File: src/tvss_pkg.sv
// ----------------------------------------------------------------------------
// tvss_pkg
// Shared constants, codes and types of the timed valve step sequencer.
// ----------------------------------------------------------------------------
package tvss_pkg;

    localparam int NUM_VALVES = 4;
    localparam int SEQ_STEPS  = 16;

    localparam int STEP_W     = (SEQ_STEPS > 1) ? $clog2(SEQ_STEPS) : 1;
    localparam int OPCODE_W   = 2;
    localparam int INDEX_W    = 4;
    localparam int TARGET_W   = 3;
    localparam int WAIT_W     = 16;
    localparam int ELAPSED_W  = 17;
    localparam int VNUM_W     = 2;
    localparam int CUR_STEP_W = 4;

    localparam int IN_TDATA_W  = 32;
    localparam int OUT_TDATA_W = 16;

    localparam logic [ELAPSED_W-1:0] ELAPSED_MAX = {ELAPSED_W{1'b1}};

    typedef enum logic [OPCODE_W-1:0] {
        OP_TICK  = 2'd0,
        OP_START = 2'd1,
        OP_LOAD  = 2'd2
    } t_opcode;

    typedef struct packed {
        logic                en;
        logic [STEP_W-1:0]   addr;
        logic [TARGET_W-1:0] target;
        logic                open;
        logic [WAIT_W-1:0]   wait_ms;
    } t_load;

    typedef struct packed {
        logic [TARGET_W-1:0] target;
        logic                open;
    } t_step_entry;

    typedef struct packed {
        logic [CUR_STEP_W-1:0] current_step;
        logic                  arm_active;
        logic                  start_other_arm;
        logic                  valve_level;
        logic [VNUM_W-1:0]     valve_number;
        logic                  valve_write;
    } t_result;

endpackage

File: src/timed_valve_step_sequencer.sv
// ----------------------------------------------------------------------------
// timed_valve_step_sequencer
// One arm of a valve controller that steps through a loaded table of timed
// valve actions.
//
// Channel | Direction | Content
// s_axis  | in        | tuser opcode; tdata demand, load index/target/open/wait
// m_axis  | out       | tdata valve write/number/level, start other arm, status
//
// Every transfer in gives exactly one transfer out, registered and offered in the cycle after it is accepted.
// A new transfer is taken every cycle while the result register drains.
// The table read, tick compare and step update happen in the same cycle.
// Reset clears the step pointer, elapsed count and run flag; the table is not
// cleared and must be loaded before use.
// ----------------------------------------------------------------------------
module timed_valve_step_sequencer (
    input  logic                              i_clk,
    input  logic                              i_rst_n,
    input  logic                              s_axis_tvalid,
    output logic                              s_axis_tready,
    // [1:0] opcode
    input  logic [tvss_pkg::OPCODE_W-1:0]     s_axis_tuser,
    // [0] oxygen_demand, [4:1] entry_index, [7:5] entry_target,
    // [8] entry_open, [24:9] entry_wait_ms, [31:25] zero
    input  logic [tvss_pkg::IN_TDATA_W-1:0]   s_axis_tdata,
    output logic                              m_axis_tvalid,
    input  logic                              m_axis_tready,
    // [0] valve_write, [2:1] valve_number, [3] valve_level,
    // [4] start_other_arm, [5] arm_active, [9:6] current_step, [15:10] zero
    output logic [tvss_pkg::OUT_TDATA_W-1:0]  m_axis_tdata
);

    logic                            accept;
    logic [tvss_pkg::INDEX_W-1:0]    entry_index;
    tvss_pkg::t_load                 load;
    logic [tvss_pkg::STEP_W-1:0]     wait_addr;
    logic [tvss_pkg::STEP_W-1:0]     run_addr;
    logic [tvss_pkg::WAIT_W-1:0]     wait_ms;
    tvss_pkg::t_step_entry           entry;
    tvss_pkg::t_result               result;

    assign accept      = s_axis_tvalid && s_axis_tready;
    assign entry_index = s_axis_tdata[4:1];

    always_comb begin
        load.en      = accept && (s_axis_tuser == tvss_pkg::OP_LOAD) &&
                       ({1'b0, entry_index} < 5'(tvss_pkg::SEQ_STEPS));
        load.addr    = tvss_pkg::STEP_W'(entry_index);
        load.target  = s_axis_tdata[7:5];
        load.open    = s_axis_tdata[8];
        load.wait_ms = s_axis_tdata[24:9];
    end

    tvss_table u_table (
        .i_clk       (i_clk),
        .i_load      (load),
        .i_wait_addr (wait_addr),
        .i_run_addr  (run_addr),
        .o_wait_ms   (wait_ms),
        .o_entry     (entry)
    );

    tvss_ctrl u_ctrl (
        .i_clk           (i_clk),
        .i_rst_n         (i_rst_n),
        .i_accept        (accept),
        .i_opcode        (s_axis_tuser),
        .i_oxygen_demand (s_axis_tdata[0]),
        .i_wait_ms       (wait_ms),
        .i_entry         (entry),
        .o_wait_addr     (wait_addr),
        .o_run_addr      (run_addr),
        .o_result        (result)
    );

    tvss_out_reg u_out_reg (
        .i_clk      (i_clk),
        .i_rst_n    (i_rst_n),
        .i_load     (accept),
        .i_result   (result),
        .o_can_load (s_axis_tready),
        .i_m_tready (m_axis_tready),
        .o_m_tvalid (m_axis_tvalid),
        .o_m_tdata  (m_axis_tdata)
    );

endmodule

File: src/tvss_table.sv
// ----------------------------------------------------------------------------
// tvss_table
// Step table: wait times read at the current step, targets at the step run.
// ----------------------------------------------------------------------------
module tvss_table (
    input  logic                          i_clk,
    input  tvss_pkg::t_load               i_load,
    input  logic [tvss_pkg::STEP_W-1:0]   i_wait_addr,
    input  logic [tvss_pkg::STEP_W-1:0]   i_run_addr,
    output logic [tvss_pkg::WAIT_W-1:0]   o_wait_ms,
    output tvss_pkg::t_step_entry         o_entry
);

    logic [tvss_pkg::WAIT_W-1:0] r_wait  [tvss_pkg::SEQ_STEPS];
    tvss_pkg::t_step_entry       r_entry [tvss_pkg::SEQ_STEPS];

    always_ff @(posedge i_clk) begin
        if (i_load.en) begin
            r_wait[i_load.addr]         <= i_load.wait_ms;
            r_entry[i_load.addr].target <= i_load.target;
            r_entry[i_load.addr].open   <= i_load.open;
        end
    end

    assign o_wait_ms = r_wait[i_wait_addr];
    assign o_entry   = r_entry[i_run_addr];

endmodule

File: src/tvss_ctrl.sv
// ----------------------------------------------------------------------------
// tvss_ctrl
// Step pointer, elapsed counter and run flag, with the decode of a run step.
// ----------------------------------------------------------------------------
module tvss_ctrl (
    input  logic                          i_clk,
    input  logic                          i_rst_n,
    input  logic                          i_accept,
    input  logic [tvss_pkg::OPCODE_W-1:0] i_opcode,
    input  logic                          i_oxygen_demand,
    input  logic [tvss_pkg::WAIT_W-1:0]   i_wait_ms,
    input  tvss_pkg::t_step_entry         i_entry,
    output logic [tvss_pkg::STEP_W-1:0]   o_wait_addr,
    output logic [tvss_pkg::STEP_W-1:0]   o_run_addr,
    output tvss_pkg::t_result             o_result
);

    logic [tvss_pkg::STEP_W-1:0]    r_ptr;
    logic [tvss_pkg::STEP_W-1:0]    n_ptr;
    logic [tvss_pkg::ELAPSED_W-1:0] r_elapsed;
    logic [tvss_pkg::ELAPSED_W-1:0] n_elapsed;
    logic                           r_running;
    logic                           n_running;
    logic [tvss_pkg::ELAPSED_W-1:0] elapsed_inc;
    logic                           do_run;

    assign elapsed_inc = (r_elapsed == tvss_pkg::ELAPSED_MAX) ?
                         r_elapsed : r_elapsed + tvss_pkg::ELAPSED_W'(1);
    assign o_wait_addr = r_ptr;

    always_comb begin
        n_ptr      = r_ptr;
        n_elapsed  = r_elapsed;
        n_running  = r_running;
        do_run     = 1'b0;
        o_run_addr = '0;
        case (i_opcode)
            tvss_pkg::OP_TICK: begin
                if (r_running) begin
                    n_elapsed = elapsed_inc;
                    if (elapsed_inc > {1'b0, i_wait_ms}) begin
                        if (r_ptr == tvss_pkg::STEP_W'(tvss_pkg::SEQ_STEPS - 1)) begin
                            n_ptr     = '0;
                            n_elapsed = '0;
                            n_running = i_oxygen_demand;
                            do_run    = i_oxygen_demand;
                        end else begin
                            n_ptr      = r_ptr + tvss_pkg::STEP_W'(1);
                            o_run_addr = r_ptr + tvss_pkg::STEP_W'(1);
                            do_run     = 1'b1;
                        end
                    end
                end
            end
            tvss_pkg::OP_START: begin
                n_ptr     = '0;
                n_elapsed = '0;
                n_running = i_oxygen_demand;
                do_run    = i_oxygen_demand;
            end
            default: begin
            end
        endcase
        if (do_run) begin
            n_elapsed = '0;
        end
    end

    always_comb begin
        o_result                 = '0;
        o_result.arm_active      = n_running;
        o_result.current_step    = tvss_pkg::CUR_STEP_W'(n_ptr);
        if (do_run) begin
            if (i_entry.target == tvss_pkg::TARGET_W'(tvss_pkg::NUM_VALVES)) begin
                o_result.start_other_arm = 1'b1;
            end else if (i_entry.target < tvss_pkg::TARGET_W'(tvss_pkg::NUM_VALVES)) begin
                o_result.valve_write  = 1'b1;
                o_result.valve_number = i_entry.target[tvss_pkg::VNUM_W-1:0];
                o_result.valve_level  = i_entry.open;
            end
        end
    end

    always_ff @(posedge i_clk) begin
        if (!i_rst_n) begin
            r_ptr     <= '0;
            r_elapsed <= '0;
            r_running <= 1'b0;
        end else if (i_accept) begin
            r_ptr     <= n_ptr;
            r_elapsed <= n_elapsed;
            r_running <= n_running;
        end
    end

endmodule

File: src/tvss_out_reg.sv
// ----------------------------------------------------------------------------
// tvss_out_reg
// Result register of the master stream, refilled in the cycle it drains.
// ----------------------------------------------------------------------------
module tvss_out_reg (
    input  logic                             i_clk,
    input  logic                             i_rst_n,
    input  logic                             i_load,
    input  tvss_pkg::t_result                i_result,
    output logic                             o_can_load,
    input  logic                             i_m_tready,
    output logic                             o_m_tvalid,
    output logic [tvss_pkg::OUT_TDATA_W-1:0] o_m_tdata
);

    logic              r_valid;
    tvss_pkg::t_result r_result;

    assign o_can_load = !r_valid || i_m_tready;
    assign o_m_tvalid = r_valid;
    assign o_m_tdata  = tvss_pkg::OUT_TDATA_W'(r_result);

    always_ff @(posedge i_clk) begin
        if (!i_rst_n) begin
            r_valid <= 1'b0;
        end else if (i_load) begin
            r_valid <= 1'b1;
        end else if (i_m_tready) begin
            r_valid <= 1'b0;
        end
    end

    always_ff @(posedge i_clk) begin
        if (i_load) begin
            r_result <= i_result;
        end
    end

endmodule

File: config.mk
export PLATFORM = sky130hd
export DESIGN_NAME = timed_valve_step_sequencer
export DESIGN_NICKNAME = d
export VERILOG_FILES = /design/src/tvss_pkg.sv /design/src/timed_valve_step_sequencer.sv /design/src/tvss_table.sv /design/src/tvss_ctrl.sv /design/src/tvss_out_reg.sv
export SDC_FILE = /design/constraint.sdc
export NUM_CORES = 1
export LEC_CHECK = 0
export BUFFER_PORTS_ARGS = -buffer_cell sky130_fd_sc_hd__buf_2
export CAP_MARGIN = 0
export CORE_MARGIN = 2
export CORE_UTILIZATION = 30
export CTS_BUF_LIST = sky130_fd_sc_hd__clkbuf_4 sky130_fd_sc_hd__clkbuf_8 sky130_fd_sc_hd__clkbuf_16
export DETAILED_ROUTE_END_ITERATION = 8
export PLACE_DENSITY = 0.44
export SLEW_MARGIN = 0
export SYNTH_ARGS = -nofsm -noshare
export SYNTH_HDL_FRONTEND = slang
export SYNTH_SLANG_ARGS = --single-unit
File: constraint.sdc
create_clock -name i_clk -period 5.7 [get_ports i_clk]
set_input_delay 1.71 -clock i_clk [delete_from_list [all_inputs] [get_ports i_clk]]
set_output_delay 1.71 -clock i_clk [all_outputs]
set_load 0.03 [all_outputs]
==> results of run 1 <==
==> how the worst min path moves through the flow <==
stage | startpoint | to | slack (ns) | cells past startpoint
after floorplan | u_ctrl.r_elapsed[7] | u_ctrl.r_elapsed[7] | 0.47 | 2
after global placement | u_ctrl.r_elapsed[7] | u_ctrl.r_elapsed[7] | 0.48 | 2
after detailed placement | u_ctrl.r_elapsed[7] | u_ctrl.r_elapsed[7] | 0.50 | 2
after CTS | u_ctrl.r_elapsed[7] | u_ctrl.r_elapsed[7] | 0.50 | 2
after global routing | u_ctrl.r_elapsed[7] | u_ctrl.r_elapsed[7] | 0.53 | 2
final | u_ctrl.r_elapsed[7] | u_ctrl.r_elapsed[7] | 0.50 | 2
==> routing by layer <==
metal,vias to the layer above,GRT usage [%],share of wire [%]
met5,-,0,0.096
met1,4000,20.5,47
met3,56,3.19,4.8
met4,6,3.74,1.8
met2,178,23.3,46
li1,3553,-,-
==> power by group through the flow <==
stage | logic, W | clock network, W | registers, W
floorplan | 0.000205 | 0 | 0.00295
global placement | 0.000337 | 0 | 0.00295
detailed placement | 0.000339 | 0 | 0.00295
CTS | 0.000340 | 0.00267 | 0.00290
global route | 0.000363 | 0.00278 | 0.00290
finish | 0.000334 | 0.00261 | 0.00289
==> worst min-delay path, delay by kind of cell, from the launching register on <==
kind / cells / cell delay (ns)
AOI/OAI and AO/OA: 1 / 0.07
and+or+nand+nor: 1 / 0.06
DFF: 1 / 0.33
==> state kept, by name, indices dropped and copies added, names as in the netlist, named ones only <==
name	flops
u_ctrl.o_wait_addr	4
u_ctrl.r_elapsed	17
u_ctrl.r_running	1
u_out_reg.o_m_tdata	10
u_out_reg.o_m_tvalid	1
u_table.r_entry	64
u_table.r_wait	256
==> area by class of cell <==
| cell class | count | area, um2 | share of cell area [%] |
|---|---|---|---|
| Inverter | 27 | 101 | 0.588 |
| Timing Repair Buffer | 79 | 563 | 3.27 |
| Multi-Input combinational cell | 425 | 4000 | 23.2 |
| Tap cell | 622 | 778 | 4.52 |
| Sequential cell | 357 | 10500 | 60.7 |
| Clock buffer | 53 | 1130 | 6.58 |
| Antenna cell | 1 | 2.50 | 0.0145 |
| Clock inverter | 21 | 198 | 1.15 |
==> cell usage in the layout (no fill, tap or decap), types with 6 or more instances in the layout <==
cell type	synthesis	final
buf_2	12	42
nor3_1	18	14
o21ai_0	32	32
nor2_2	2	14
nand2_1	45	45
mux2i_1	9	9
clkbuf_4	0	11
a21oi_1	25	25
a31oi_1	14	14
clkbuf_16	0	42
mux4_2	82	82
buf_12	0	6
a21boi_0	6	6
dfxtp_1	27	25
buf_4	6	31
xnor2_1	11	11
clkinv_1	0	7
nand4_1	7	7
clkinv_2	0	9
conb_1	1	6
nor2_1	45	33
edfxtp_1	330	330
ha_1	18	18
inv_1	27	27
nand3_1	23	23
==> cells by family (layout without fill, tap and decap cells) <==
| kind of cell | count (synthesis) | count (layout) | share of synthesized area [%] |
|---|---|---|---|
| AOI/OAI and AO/OA | 117 | 117 | 5.10 |
| xor gates and xnor gates | 15 | 15 | 0.893 |
| adders and majority gates | 18 | 18 | 1.53 |
| buffers and inverters | 71 | 180 | 2.19 |
| DFF | 357 | 357 | 71.1 |
| muxes | 94 | 94 | 13.4 |
| other | 1 | 7 | 0.0255 |
| and+or+nand+nor | 175 | 175 | 5.79 |
==> stage by stage <==
step	power [W]	hold WS (ns)	setup slack, ns	cells
2_1_floorplan	0.00315	0.467	0.736	853
3_3_place_gp	0.00329	0.479	0.894	1510
3_5_place_dp	0.00329	0.495	0.785	1510
4_1_cts	0.00591	0.504	0.758	1584
5_1_grt	0.00604	0.535	0.329	1584
6_report	0.00583	0.500	0.824	1585
==> flow_summary.json, run 1 <==
{
  "fin_area_um2": 17200,
  "vias": 7793,
  "critPathLaunchType": "register",
  "clock-sinks": 357,
  "syn_avg_cell_area_um2": 17.3,
  "port_buffers": 42,
  "yosys-top-cells-count": "edfxtp_1, mux4_2, nand2_1, nor2_1, o21ai_0",
  "slowest_delay_ns": 0.50,
  "ios": 56,
  "ys_seq_elements": 357,
  "startpoint": "u_ctrl.r_elapsed[4]",
  "cts_buffer_depth": 3,
  "rsz0062_at_grt": "false",
  "cts_setup_buffers": 0,
  "pwr-share-comb_pct": 5.7,
  "coreArea_um2": 48600,
  "ir_drop_mv": 0.189,
  "worstRegToRegCells": 19,
  "netlist.area_leader.share_pct": 67.4,
  "die-area_um2": 50800,
  "cp_data_required_time_ns": 6.01,
  "fin_skew_ns": 0.0115,
  "critPathBufInv": 1,
  "synth_cell_type_count": 64,
  "p_int_w": 0.00456,
  "switching_share_pct": 21.9,
  "worstPathArrival_ns": 5.19,
  "timing.final.crit_share_pct": 85.5,
  "grt-ovfl-total": 0,
  "synthesis.area_um2": 14700,
  "cts-root-buf": "clkbuf_16",
  "grt_max_degree": 29,
  "yosysMostFrequentCell": "edfxtp_1",
  "ant_nets": 0,
  "gp_congestion": 0.777,
  "first_pass_iters": 5,
  "placed_cell_area_um2": 15900,
  "drcViolationCount": 0,
  "critical_path.cell_chain": "nand4_1 -> nor4_2 -> a211oi_1 -> buf_4 -> nand2_1 -> nor2_1 -> nand3_1 -> nor2_1 -> xor2_1 -> ha_1 -> nand3_1 -> nor3_2 -> o21ai_0 -> a21boi_2 -> or2_1 -> a21oi_1 -> o21ai_0 -> a22o_1 -> and4bb_1",
  "cts_resized": 0,
  "setup_violations": 0,
  "grt_pass1_vias": 8006,
  "grt_pass1_wl_um": 53800,
  "synthToLayoutAreaGrowth_pct": 17.2,
  "cp_slowest_cell": "or2_1",
  "r2r-start": "u_ctrl.r_elapsed[4]",
  "hold_path_class": "reg2reg",
  "cts_max_level": 2,
  "hold_buffers": 0,
  "clk_latency_ns": 0.57,
  "tightest_slew_ns": 0.827,
  "worst-path-max-fanout": 16,
  "r2r_end": "u_out_reg.o_m_tdata[4]",
  "critical_path_class": "reg2reg",
  "crit_path_end_kind": "register",
  "die_x_um": 225,
  "power.switching_w": 0.00128,
  "ys_top_cells_by_area": "edfxtp_1, mux4_2, dfxtp_1",
  "finalSetupTns_ns": 0,
  "via_per_inst": 4.92,
  "maxSlewHeadroom_pct": 44.8,
  "cts_tree": "done",
  "critPathTopFamily": "simple AND/OR/NAND/NOR gates",
  "row_count": 81,
  "antenna_found_initial": 3,
  "drive_gt1_share_pct": 27.2,
  "n_fill_cell": 4612,
  "synth_edf_count": 330,
  "ff2ff_setup_slack_ns": 0.82,
  "fp.dieH_um": 225,
  "wl_per_cell_um": 23.0,
  "final_util_pct": 35.4,
  "fmax_mhz": 205,
  "yosysWarnings": 0,
  "hold_viol": 0,
  "synthCells": 848,
  "synth_area_leader_cell": "edfxtp_1",
  "dp_hpwl_um": 22000,
  "maxSlewViolCount": 0,
  "status": "complete, no violations",
  "synth_ff_type": "edfxtp_1",
  "drtIter0Drc": 651,
  "pwr-share-clk_pct": 44.7,
  "routed_wl_um": 36500,
  "crit_end": "u_out_reg.o_m_tdata[4]",
  "numCtsBuffers": 41,
  "grtUsageTotal_pct": 14.7,
  "ys_seq_area_share_pct": 71.1,
  "period_minus_slack_ns": 4.88,
  "p_per_area_nw_per_um2": 339,
  "layout.nets": 987,
  "power_leakage_nw": 5.57,
  "initial_core_util_pct": 30.2,
  "async_flop_share_pct": 0,
  "cp.depth": 19,
  "path_clk_slew_ns": 0.06,
  "pwr-share-seq_pct": 49.6,
  "cap_violations": 0
}
Power figures use the tool's default switching activity.
==> run 2: changes to the inputs <==
Settings changed: BUFFER_PORTS_ARGS -buffer_cell sky130_fd_sc_hd__buf_2 to not set, DONT_BUFFER_PORTS set to 1, GPL_TIMING_DRIVEN set to 0, PLACE_DENSITY 0.44 to 0.43.
==> run 2 against run 1 <==
Power shrank 0.96%; cell count shrank 1.3%; maximum frequency shrank 8.8%; sequential share of layout area grew 0.13 points; critical path type unchanged; largest cell class unchanged.
==> flow_summary.json, run 2 (same netlist as run 1, synthesis figures left out) <==
{
  "worst-path-max-fanout": 10,
  "rsz0062_at_grt": "false",
  "setup_violations": 0,
  "regMostFlops": "u_table.r_wait",
  "synthToLayoutAreaGrowth_pct": 16.9,
  "final_cell_mix": "edfxtp_1, mux4_2, nand2_1, clkbuf_16, nor2_1",
  "die-area_um2": 50800,
  "critPathLaunchType": "register",
  "cp_data_required_time_ns": 6.12,
  "critical_path_class": "reg2reg",
  "worstPathArrival_ns": 5.77,
  "fp.dieH_um": 225,
  "cts_setup_buffers": 0,
  "whs_endpoint": "u_ctrl.r_elapsed[6]",
  "ir_drop_mv": 0.172,
  "total_power_w": 0.00578,
  "cts_max_level": 2,
  "status": "complete, no violations",
  "drtIter0Drc": 671,
  "path_clk_slew_ns": 0.05,
  "ant_nets": 0,
  "die_x_um": 225,
  "hold_depth": 2,
  "coreArea_um2": 48600,
  "power_leakage_nw": 5.43,
  "port_buffers": 0,
  "cts_resized": 0,
  "drive_gt1_share_pct": 23.5,
  "hold_buffers": 0,
  "grt-ovfl-total": 0,
  "largest_reg_flops": 256,
  "tightest_slew_ns": 1.08,
  "maxSlewViolCount": 0,
  "reg.largest.list": "u_table.r_wait x256, u_table.r_entry x64, u_ctrl.r_elapsed x17",
  "first_pass_iters": 5,
  "vias": 7799,
  "gp_congestion": 0.772,
  "fin_skew_ns": 0.0188,
  "cts-root-buf": "clkbuf_16",
  "layout_commonest_cell": "edfxtp_1",
  "ios": 56,
  "n_fill_cell": 4612,
  "period_minus_slack_ns": 5.35,
  "hold_ws_ns": 0.505,
  "maxSlewHeadroom_pct": 28.1,
  "numCtsBuffers": 42,
  "hold_viol": 0,
  "grt_max_degree": 21,
  "hold_path_class": "reg2reg",
  "grt_pass1_vias": 8246,
  "grtUsageTotal_pct": 15.3,
  "antenna_found_initial": 0,
  "crit_path_end_kind": "register",
  "worstHoldStart": "u_ctrl.r_elapsed[6]",
  "ff2ff_setup_slack_ns": 0.35,
  "worstRegToRegCells": 17,
  "routed_wl_um": 37500,
  "clock-sinks": 357,
  "fmax_mhz": 187,
  "initial_core_util_pct": 30.2,
  "r2r_end": "u_out_reg.o_m_tdata[4]",
  "dp_hpwl_um": 24200,
  "final_util_pct": 35.3,
  "clk_latency_ns": 0.56,
  "layout.nets": 968,
  "cts_tree": "done",
  "row_count": 81,
  "wl_per_cell_um": 24.0,
  "cts_buffer_depth": 3,
  "cap_violations": 0,
  "timing.final.crit_share_pct": 93.8,
  "grt_pass1_wl_um": 56000,
  "p_per_area_nw_per_um2": 336,
  "drcViolationCount": 0,
  "via_per_inst": 4.99
}
==> run 2: cell count changes in the layout (fill, tap and decap cells not counted), moves of 9 or more <==
cell,previous run,this run
clkbuf_1,0,19
buf_6,0,9
nor2_4,0,12
buf_4,31,7
buf_2,42,12
nor2_2,14,2
==> run 2: worst max-delay path by stage <==
stage                       start                      to  slack (ns)  cells after the start
global route             register  u_out_reg.o_m_tdata[4]        0.07                     17
CTS                      register  u_out_reg.o_m_tdata[4]        0.27                     17
detailed placement       register  u_out_reg.o_m_tdata[4]        0.29                     17
finish                   register  u_out_reg.o_m_tdata[4]        0.35                     17
floorplan           m_axis_tready   u_table.r_entry[0][0]        0.74                      6
global placement    m_axis_tready   u_table.r_wait[12][0]       -2.09                      7
==> run 2: final cells by class <==
type | count | area (um2) | area share, %
Antenna cell | 1 | 2.50 | 0.0146
Sequential cell | 357 | 10500 | 60.8
Buffer | 44 | 220 | 1.28
Tap cell | 622 | 778 | 4.53
Clock buffer | 65 | 1290 | 7.53
Clock inverter | 8 | 41.3 | 0.240
Inverter | 27 | 101 | 0.590
Multi-Input combinational cell | 425 | 4060 | 23.6
Timing Repair Buffer | 15 | 236 | 1.38
==> run 2: through the flow <==
| step | cells | instance area, um2 | setup WS (ns) | setup TNS, ns |
|---|---|---|---|---|
| global placement | 1475 | 15500 | -2.09 | -272.90 |
| global route | 1563 | 17200 | 0.0747 | 0 |
| floorplan | 853 | 14700 | 0.736 | 0 |
| CTS | 1563 | 17200 | 0.268 | 0 |
| detailed placement | 1490 | 15800 | 0.292 | 0 |
| finish | 1564 | 17200 | 0.354 | 0 |
==> run 2: metal layers <==
metal  share of wire, %  track usage, %  vias up
li1                   -               -     3520
met1                 45            20.8     4051
met2                 47            24.7      174
met3                4.9            3.23       54
met4                2.1            4.59        0
met5                  0               0        -
==> run 2: critical path: stages (launching register included) <==
cell and delay (ns):
dfxtp_1 0.38, clkbuf_1 0.57, clkbuf_1 0.70, mux4_2 0.44
mux4_2 0.51, inv_1 0.17, ha_1 0.26, and4_4 0.19
a31o_1 0.23, a311oi_2 0.27, a21boi_2 0.15, or2_1 0.24
buf_6 0.14, buf_6 0.14, a21oi_2 0.11, a21oi_1 0.05
a311oi_2 0.41, and4bb_1 0.25
==> run 2: power by group <==
part / switching, W / internal (W)
clock: 0.00103 / 0.00156
combinational: 0.000173 / 0.000121
sequential: 0.0000171 / 0.00288
